## config.mk

```make
export PLATFORM = sky130hd
export DESIGN_NAME = datetime_to_epoch_seconds_core_flat
export DESIGN_NICKNAME = d
export VERILOG_FILES = /design/src/rtl/core/dte_pkg.sv /design/src/rtl/core/dte_in_if.sv /design/src/rtl/core/dte_out_if.sv /design/src/rtl/core/dte_calendar.sv /design/src/rtl/core/dte_seconds.sv /design/src/rtl/core/datetime_to_epoch_seconds_core.sv /design/src/flat_wrapper.sv
export VERILOG_INCLUDE_DIRS = /design/src /design/src/rtl/core
export SDC_FILE = /design/constraint.sdc
export NUM_CORES = 1
export LEC_CHECK = 0
export ABC_AREA = 1
export ABC_CLOCK_PERIOD_IN_PS = 28500
export BUFFER_PORTS_ARGS = -buffer_cell sky130_fd_sc_hd__buf_2
export CAP_MARGIN = 40
export CORE_MARGIN = 5
export CORE_UTILIZATION = 55
export DETAILED_ROUTE_END_ITERATION = 8
export MAX_ROUTING_LAYER = met4
export PLACE_DENSITY_LB_ADDON = 0.3
export SYNTH_ARGS = -nofsm -noshare
export SYNTH_HDL_FRONTEND = slang
export SYNTH_SLANG_ARGS = --single-unit
```

## constraint.sdc

```tcl
create_clock -name clk_i -period 28.5 [get_ports clk_i]
set_input_delay 4.275 -clock clk_i [delete_from_list [all_inputs] [get_ports clk_i]]
set_output_delay 4.275 -clock clk_i [all_outputs]
set_load 0.005 [all_outputs]
```

## src/rtl/core/datetime_to_epoch_seconds_core_macros.svh

```systemverilog
// ---------------------------------------------------------------------------
// Assertion macros for the calendar-to-epoch-seconds core
// Expect clk_i and rst_ni in the scope of the using module.
// ---------------------------------------------------------------------------
`ifndef DATETIME_TO_EPOCH_SECONDS_CORE_MACROS_SVH
`define DATETIME_TO_EPOCH_SECONDS_CORE_MACROS_SVH

// Checked only out of reset.
`define DTE_ASSERT(label, prop, msg) \
  label: assert property (@(posedge clk_i) disable iff (!rst_ni) prop) \
    else $error(msg);

// Checked on every edge, reset included.
`define DTE_ASSERT_RST(label, prop, msg) \
  label: assert property (@(posedge clk_i) prop) \
    else $error(msg);

`endif

```

## src/rtl/core/dte_pkg.sv

```systemverilog
// ---------------------------------------------------------------------------
// dte_pkg
// Shared types and constants of the calendar-to-epoch-seconds core.
// ---------------------------------------------------------------------------
package dte_pkg;

  localparam int unsigned DaysW = 22;

  // Calendar year of day zero
  localparam logic [11:0] EpochYear = 12'd2010;
  // Leap years in [1, 2010)
  localparam logic [10:0] LeapsBeforeEpoch = 11'd487;
  // floor(x * 656 / 2^14) == floor(x / 25) for x < 1024
  localparam logic [9:0]  Recip25 = 10'd656;
  localparam int unsigned Recip25Shift = 14;

  // Day-of-year offset per month code (day is added, leap day added separately)
  localparam logic [8:0] DoyOffset [16] = '{
    9'd31,  9'd0,   9'd31,  9'd59,  9'd90,  9'd120, 9'd151, 9'd181,
    9'd212, 9'd243, 9'd273, 9'd304, 9'd334, 9'd365, 9'd396, 9'd426
  };

  localparam logic [3:0] MonthMarch = 4'd3;

  typedef struct packed {
    logic signed [DaysW-1:0] days;
    logic [4:0]              hour;
    logic [5:0]              minute;
    logic [5:0]              second;
  } dte_days_t;

endpackage

```

## src/rtl/core/dte_in_if.sv

```systemverilog
// ---------------------------------------------------------------------------
// dte_in_if
// Input channel: one calendar time per beat.
// ---------------------------------------------------------------------------
interface dte_in_if;
  logic        valid;
  logic        ready;
  logic [11:0] year;
  logic [3:0]  month;
  logic [4:0]  day;
  logic [4:0]  hour;
  logic [5:0]  minute;
  logic [5:0]  second;

  modport source (output valid, year, month, day, hour, minute, second, input ready);
  modport sink   (input valid, year, month, day, hour, minute, second, output ready);
endinterface

```

## src/rtl/core/dte_out_if.sv

```systemverilog
// ---------------------------------------------------------------------------
// dte_out_if
// Output channel: one elapsed-seconds count per beat.
// ---------------------------------------------------------------------------
interface dte_out_if;
  logic        valid;
  logic        ready;
  logic [31:0] elapsed_seconds;

  modport source (output valid, elapsed_seconds, input ready);
  modport sink   (input valid, elapsed_seconds, output ready);
endinterface

```

## src/rtl/core/dte_calendar.sv

```systemverilog
// ---------------------------------------------------------------------------
// dte_calendar
// Three stages: date fields to signed day count since the epoch.
// ---------------------------------------------------------------------------
`include "datetime_to_epoch_seconds_core_macros.svh"

module dte_calendar
  import dte_pkg::*;
(
  input  logic        clk_i,
  input  logic        rst_ni,
  input  logic        en_i,
  input  logic        vld_i,
  input  logic [11:0] year_i,
  input  logic [3:0]  month_i,
  input  logic [4:0]  day_i,
  input  logic [4:0]  hour_i,
  input  logic [5:0]  minute_i,
  input  logic [5:0]  second_i,
  output logic        vld_o,
  output dte_days_t   days_o
);

  logic [2:0] vld_q;

  // stage 1
  logic [11:0] p_d;
  logic [9:0]  q4y_d, q4p_d;
  logic [19:0] prod_y, prod_p;
  logic [5:0]  q100y_d, q100p_d;
  logic [9:0]  doy_base_d;
  logic signed [12:0] yd_d;

  logic [9:0]  q4y_q, q4p_q;
  logic [5:0]  q100y_q, q100p_q;
  logic        mod4z_q, after_q, late_q;
  logic [9:0]  doy_base_q;
  logic signed [12:0] yd_q;
  logic [4:0]  h1_q;
  logic [5:0]  m1_q, s1_q;

  // stage 2
  logic        leap;
  logic [10:0] lb_full;
  logic [9:0]  lb_d, doy_d;
  logic signed [DaysW-1:0] yd_ext, yd365_d;

  logic [9:0]  lb_q, doy_q;
  logic signed [DaysW-1:0] yd365_q;
  logic [4:0]  h2_q;
  logic [5:0]  m2_q, s2_q;

  // stage 3
  dte_days_t days_d, days_q;

  always_comb begin
    p_d        = year_i - 12'd1;
    q4y_d      = year_i[11:2];
    q4p_d      = p_d[11:2];
    prod_y     = q4y_d * Recip25;
    prod_p     = q4p_d * Recip25;
    q100y_d    = prod_y[Recip25Shift+5:Recip25Shift];
    q100p_d    = prod_p[Recip25Shift+5:Recip25Shift];
    doy_base_d = {1'b0, DoyOffset[month_i]} + {5'd0, day_i};
    yd_d       = $signed({1'b0, year_i}) - $signed({1'b0, EpochYear});
  end

  always_comb begin
    // leap: divisible by 4 and (year/4 not a multiple of 25, or year/100 a multiple of 4)
    leap    = mod4z_q && (({4'd0, q100y_q} * 10'd25 != q4y_q) || (q100y_q[1:0] == 2'd0));
    lb_full = {1'b0, q4p_q} - {5'd0, q100p_q} + {7'd0, q100p_q[5:2]} - LeapsBeforeEpoch;
    lb_d    = after_q ? lb_full[9:0] : 10'd0;
    doy_d   = doy_base_q + {9'd0, late_q & leap};
    yd_ext  = DaysW'(yd_q);
    yd365_d = yd_ext * 22'sd365;
  end

  always_comb begin
    days_d.days   = $signed({{(DaysW-10){1'b0}}, doy_q}) + yd365_q
                  + $signed({{(DaysW-10){1'b0}}, lb_q}) - 22'sd1;
    days_d.hour   = h2_q;
    days_d.minute = m2_q;
    days_d.second = s2_q;
  end

  always_ff @(posedge clk_i or negedge rst_ni) begin
    if (!rst_ni) begin
      vld_q <= '0;
    end else if (en_i) begin
      vld_q <= {vld_q[1:0], vld_i};
    end
  end

  always_ff @(posedge clk_i) begin
    if (en_i) begin
      q4y_q      <= q4y_d;
      q4p_q      <= q4p_d;
      q100y_q    <= q100y_d;
      q100p_q    <= q100p_d;
      mod4z_q    <= (year_i[1:0] == 2'd0);
      after_q    <= (year_i > EpochYear);
      late_q     <= (month_i >= MonthMarch);
      doy_base_q <= doy_base_d;
      yd_q       <= yd_d;
      h1_q       <= hour_i;
      m1_q       <= minute_i;
      s1_q       <= second_i;

      lb_q       <= lb_d;
      doy_q      <= doy_d;
      yd365_q    <= yd365_d;
      h2_q       <= h1_q;
      m2_q       <= m1_q;
      s2_q       <= s1_q;

      days_q     <= days_d;
    end
  end

  assign vld_o  = vld_q[2];
  assign days_o = days_q;

  `DTE_ASSERT(a_cal_hold, !en_i |=> $stable(vld_q), "calendar stages moved during stall")
  `DTE_ASSERT(a_cal_adv, en_i |=> (vld_q[2:1] == $past(vld_q[1:0])),
              "calendar valid bits did not advance")

endmodule

```

## src/rtl/core/dte_seconds.sv

```systemverilog
// ---------------------------------------------------------------------------
// dte_seconds
// Three stages: day count to seconds, one multiply-add per stage, mod 2^32.
// ---------------------------------------------------------------------------
`include "datetime_to_epoch_seconds_core_macros.svh"

module dte_seconds
  import dte_pkg::*;
(
  input  logic        clk_i,
  input  logic        rst_ni,
  input  logic        en_i,
  input  logic        vld_i,
  input  dte_days_t   days_i,
  output logic        vld_o,
  output logic [31:0] secs_o
);

  logic [2:0]  vld_q;
  logic [31:0] hours_d, mins_d, secs_d;
  logic [31:0] hours_q, mins_q, secs_q;
  logic [5:0]  min_q, sec1_q, sec2_q;

  always_comb begin
    hours_d = 32'(days_i.days) * 32'd24 + {27'd0, days_i.hour};
    mins_d  = hours_q * 32'd60 + {26'd0, min_q};
    secs_d  = mins_q * 32'd60 + {26'd0, sec2_q};
  end

  always_ff @(posedge clk_i or negedge rst_ni) begin
    if (!rst_ni) begin
      vld_q <= '0;
    end else if (en_i) begin
      vld_q <= {vld_q[1:0], vld_i};
    end
  end

  always_ff @(posedge clk_i) begin
    if (en_i) begin
      hours_q <= hours_d;
      min_q   <= days_i.minute;
      sec1_q  <= days_i.second;
      mins_q  <= mins_d;
      sec2_q  <= sec1_q;
      secs_q  <= secs_d;
    end
  end

  assign vld_o  = vld_q[2];
  assign secs_o = secs_q;

  `DTE_ASSERT(a_sec_adv, en_i |=> (vld_q[0] == $past(vld_i)),
              "seconds stage lost or duplicated a beat")

endmodule

```

## src/rtl/core/datetime_to_epoch_seconds_core.sv

```systemverilog
// ---------------------------------------------------------------------------
// datetime_to_epoch_seconds_core
// Gregorian calendar time to seconds since 2010-01-01 00:00:00, mod 2^32.
// ---------------------------------------------------------------------------
// Usage:
//   in_i  (sink)  : one beat carries year, month, day, hour, minute, second.
//   out_o (source): one beat carries elapsed_seconds for each input beat,
//                   in input order.
//   Pipeline: 3 stages for the day count, 3 stages for the
//   hour/minute/second multiply-adds.
//   Throughput: one beat per cycle; a new beat enters every cycle while
//   the output is taken or the last stage is empty.
//   Stall: when out_o.valid is high and out_o.ready low, every stage holds
//   and in_i.ready drops in the same cycle; bubbles inside the pipe are
//   not squeezed out; all stages share one enable and advance together.
//   Reset: rst_ni clears all stage valid bits asynchronously; the pipe
//   comes out of reset empty and ready. No configuration, no state between
//   beats. Out-of-range fields follow the same wrapping arithmetic.
// ---------------------------------------------------------------------------
`include "datetime_to_epoch_seconds_core_macros.svh"

module datetime_to_epoch_seconds_core
  import dte_pkg::*;
(
  input  logic      clk_i,
  input  logic      rst_ni,
  dte_in_if.sink    in_i,
  dte_out_if.source out_o
);

  logic      en;
  logic      cal_vld;
  dte_days_t cal_days;

  // Whole pipe moves when the output slot is free or being taken.
  assign en       = !out_o.valid || out_o.ready;
  assign in_i.ready = en;

  dte_calendar u_cal (
    .clk_i    (clk_i),
    .rst_ni   (rst_ni),
    .en_i     (en),
    .vld_i    (in_i.valid),
    .year_i   (in_i.year),
    .month_i  (in_i.month),
    .day_i    (in_i.day),
    .hour_i   (in_i.hour),
    .minute_i (in_i.minute),
    .second_i (in_i.second),
    .vld_o    (cal_vld),
    .days_o   (cal_days)
  );

  dte_seconds u_sec (
    .clk_i  (clk_i),
    .rst_ni (rst_ni),
    .en_i   (en),
    .vld_i  (cal_vld),
    .days_i (cal_days),
    .vld_o  (out_o.valid),
    .secs_o (out_o.elapsed_seconds)
  );

  `DTE_ASSERT_RST(a_rst_empty, !rst_ni |=> !out_o.valid, "output valid after reset")
  `DTE_ASSERT(a_out_rise, $rose(out_o.valid) |-> $past(en), "output appeared without advance")

endmodule

```

## src/flat_wrapper.sv

```systemverilog
// flat-port wrapper written by rule: the top's interface ports become plain ports
module datetime_to_epoch_seconds_core_flat import dte_pkg::*;
  (clk_i, rst_ni, in_i_valid, in_i_year, in_i_month, in_i_day, in_i_hour, in_i_minute, in_i_second, in_i_ready, out_o_valid, out_o_elapsed_seconds, out_o_ready);
  dte_in_if in_i_i ();
  dte_out_if out_o_i ();
  input  logic clk_i;
  input  logic rst_ni;
  input wire logic [$bits(in_i_i.valid)-1:0] in_i_valid;
  input wire logic [$bits(in_i_i.year)-1:0] in_i_year;
  input wire logic [$bits(in_i_i.month)-1:0] in_i_month;
  input wire logic [$bits(in_i_i.day)-1:0] in_i_day;
  input wire logic [$bits(in_i_i.hour)-1:0] in_i_hour;
  input wire logic [$bits(in_i_i.minute)-1:0] in_i_minute;
  input wire logic [$bits(in_i_i.second)-1:0] in_i_second;
  output wire logic [$bits(in_i_i.ready)-1:0] in_i_ready;
  output wire logic [$bits(out_o_i.valid)-1:0] out_o_valid;
  output wire logic [$bits(out_o_i.elapsed_seconds)-1:0] out_o_elapsed_seconds;
  input wire logic [$bits(out_o_i.ready)-1:0] out_o_ready;
  assign in_i_i.valid = in_i_valid;
  assign in_i_i.year = in_i_year;
  assign in_i_i.month = in_i_month;
  assign in_i_i.day = in_i_day;
  assign in_i_i.hour = in_i_hour;
  assign in_i_i.minute = in_i_minute;
  assign in_i_i.second = in_i_second;
  assign in_i_ready = in_i_i.ready;
  assign out_o_valid = out_o_i.valid;
  assign out_o_elapsed_seconds = out_o_i.elapsed_seconds;
  assign out_o_i.ready = out_o_ready;
  datetime_to_epoch_seconds_core u_core (.clk_i(clk_i), .rst_ni(rst_ni), .in_i(in_i_i), .out_o(out_o_i));
endmodule
```

==> results.md <==
* Fraction of layout cells with a size suffix above 1 at 6.18%
* Die area at 53,600 um^2
* Drt first pass iters at 7
* Achievable Freq at 0.105 GHz
* Final period util at 33.3%
* CTS buffer count at 35
* DR DRC count at 0
* H-Tree Depth at 2
* Status: completed
* Largest net degree at the start of global routing at 172
* Maximum capacitance violations at 0
* Count leader, synth: nand2_1
* CTS Sinks at 287
* Area leader, netlist: edfxtp_1
* RSZ-0062 raised after global routing: false
* Dpl hpwl at 47,500 um
* Clock latency on the worst-skew pair at 0.56 ns
* Synth Cell Area at 27,000 um^2
* CTS root buf: clkbuf_16
* Nets at 3,845
* EDFF count, synth at 281
* Final ANT Viol Nets at 0
* Worst setup SP type: input pin
* Via-to-Cell Ratio at 5.11
* Ys async rst share at 2.09%
* Placer Congestion at 0.905
* Area of the core at 48,700 um^2
* Io pins at 76
* CP cell instances: buf_2, inv_1, nand2_4, buf_2
* Net Count, Synth at 3,732
* Antenna violations before repair at 0
* Post_cts resized at 0
* Post-Syn Instances at 3,207
* Site Rows at 81
* Synth top cells by count: nand2_1 (792), inv_1 (715), ha_1 (306), edfxtp_1 (281), nor2_1 (226)
* Total global-route track usage at 22.6%
* Top post-synthesis cells by area: edfxtp_1 (31%), ha_1 (14%), fa_1 (13%)
* DR vias at 20,480
* Critical setup path kind: in -> out
* Hold Crit Class: reg -> reg
* Crit end category: primary output
* Most frequent CP cell: buf_2
* Setup slack at placement at 18.98 ns
* Clock Path Buffers at 3
* Slew at the pin with the worst max-slew slack at 0.931 ns
* Post-synth top area share at 31.3%
* Die Y-Extent at 232 um
* TNS Setup at 0 ns
* Global-route wire length before repair at 97,800 um
* Clock transition at path regs at 0.06 ns
* Register area share after synthesis at 31.8%
* PortBufs at 75
* Worst Slack Setup Final at 19.02 ns
* Setup violations, final at 0
* Max-slew violation total from the final report at 0
* Area Overhead vs Synth at 9.01%
* Warnings from Yosys at 0
* Clock Skew at 0.0241 ns
* Synth cell types at 46
* Layout Cell Area excl Fill at 29,400 um^2
* Required @ worst endpoint at 24.23 ns
* Final core utilization at 60.4%
* CP arrival at 5.21 ns
* Headroom to the max-slew limit at 37.9%
* Vias in the first global route at 20,869
* Mean Syn Cell Area at 8.42 um^2
* N_diodes at 0
* Placed inst area at 28,200 um^2
* Slowest-stage cell, CP: nand2_4
* Gr ovfl total at 0
* Starting Density at 55.4%
* Initial DRC count at 1,224
* CTS tree: built
* Seq cells post-synth at 287
* Ys flop type: edfxtp_1
* Setup repair bufs after CTS at 0
* Horiz. Die Dim at 232 um
* Final wirelength at 57,900 um
* Wire length per cell at 14.4 um
* Fin. Hold Viols at 0
* Worst stage delay on the critical path at 0.55 ns
* Worst-path fanout max at 48
* Hold buffers post-CTS at 0
* Tmin final at 9.48 ns
-- critical path, delay by kind of cell --
kind          cells  cell delay [ns]
simple gates      1             0.55
buf+inv           3             0.36
-- placed cells by master (no fill, tap or decap), types with 10 or more instances in the layout --
cell type | synthesis | layout
nand2_2 | 24 | 24
ha_1 | 306 | 306
buf_2 | 0 | 75
nand3b_1 | 16 | 16
nor2_2 | 18 | 18
edfxtp_1 | 281 | 281
xor2_1 | 108 | 108
clkbuf_16 | 0 | 35
nand4_1 | 54 | 54
xnor2_1 | 42 | 42
a21oi_1 | 123 | 123
nor2_1 | 226 | 226
inv_1 | 715 | 715
fa_1 | 177 | 177
nor3_1 | 24 | 24
nand2_1 | 792 | 791
nand3_1 | 150 | 150
nand3_2 | 10 | 10
o21ai_0 | 46 | 46
-- per-layer routing --
| layer | global-route usage, % | up-vias | wire length (um) |
|---|---|---|---|
| met3 | 2.47 | 102 | 1950 |
| met4 | 6.17 | 0 | 1440 |
| met5 | - | - | 0 |
| li1 | - | 10387 | - |
| met1 | 27.9 | 9641 | 25100 |
| met2 | 40.0 | 350 | 29400 |
-- stage by stage --
| stage | hold slack, ns | cells |
|---|---|---|
| CTS | 0.416 | 4011 |
| global placement | 0.401 | 3947 |
| finish | 0.413 | 4011 |
| floorplan | 0.400 | 3207 |
| detailed placement | 0.405 | 3947 |
| global route | 0.427 | 4011 |
-- cells by family after synthesis --
| kind of cell | count (synthesis) | synth area share, % |
|---|---|---|
| adder cells (fa/ha/maj) | 483 | 27.3 |
| AO/OA/AOI/OAI | 223 | 4.66 |
| flip-flops | 287 | 31.8 |
| AND/OR/NAND/NOR | 1342 | 21.3 |
| XOR/XNOR | 151 | 4.93 |
| buffers and inverters | 721 | 10.0 |
-- area by class of cell --
class                      instances  area, um^2
fill                            4286       19300
multi-input combinational       2199       15700
sequential                       287        8590
inverter                         719        2700
clock buffer                      45         933
tap                              664         831
timing repair buffer              78         410
clock inverter                    19         258
-- final timing paths --
path / startpoint / end / slack (ns) / depth (start not counted)
max in group asynchronous: rst_ni / u_core.u_cal.vld_q[0]$_DFFE_PN0P_ / 24.82 / 1
worst max-delay path: out_o_ready / in_i_ready / 19.02 / 4
worst min-delay path: u_core.u_cal.days_o[5]$_DFFE_PP_ / u_core.u_sec.sec1_q[5]$_DFFE_PP_ / 0.41 / 0
worst min register to register: u_core.u_cal.days_o[5]$_DFFE_PP_ / u_core.u_sec.sec1_q[5]$_DFFE_PP_ / 0.41 / 0
worst max register to register: u_core.u_cal.yd_q[9]$_DFFE_PP_ / u_core.u_cal.yd365_q[18]$_DFFE_PP_ / 23.64 / 19
min in group asynchronous: rst_ni / u_core.u_sec.vld_q[0]$_DFFE_PN0P_ / 3.54 / 1
-- sequential cells by signal, summed over array words and instances (netlist names), 10 cells and up --
name                     flops
u_core.u_sec.secs_o         32
u_core.u_cal.days_o         39
u_core.u_cal.q4y_q          10
u_core.u_cal.yd365_q        22
u_core.u_cal.lb_q           10
u_core.u_cal.doy_q          10
u_core.u_sec.hours_q        28
u_core.u_cal.doy_base_q     10
u_core.u_cal.yd_q           13
u_core.u_cal.q4p_q          10
u_core.u_sec.mins_q         30
Power is left out: the tool's default activity adds up to more than one toggle a clock period on the data nets, which glitch-free logic cannot reach.
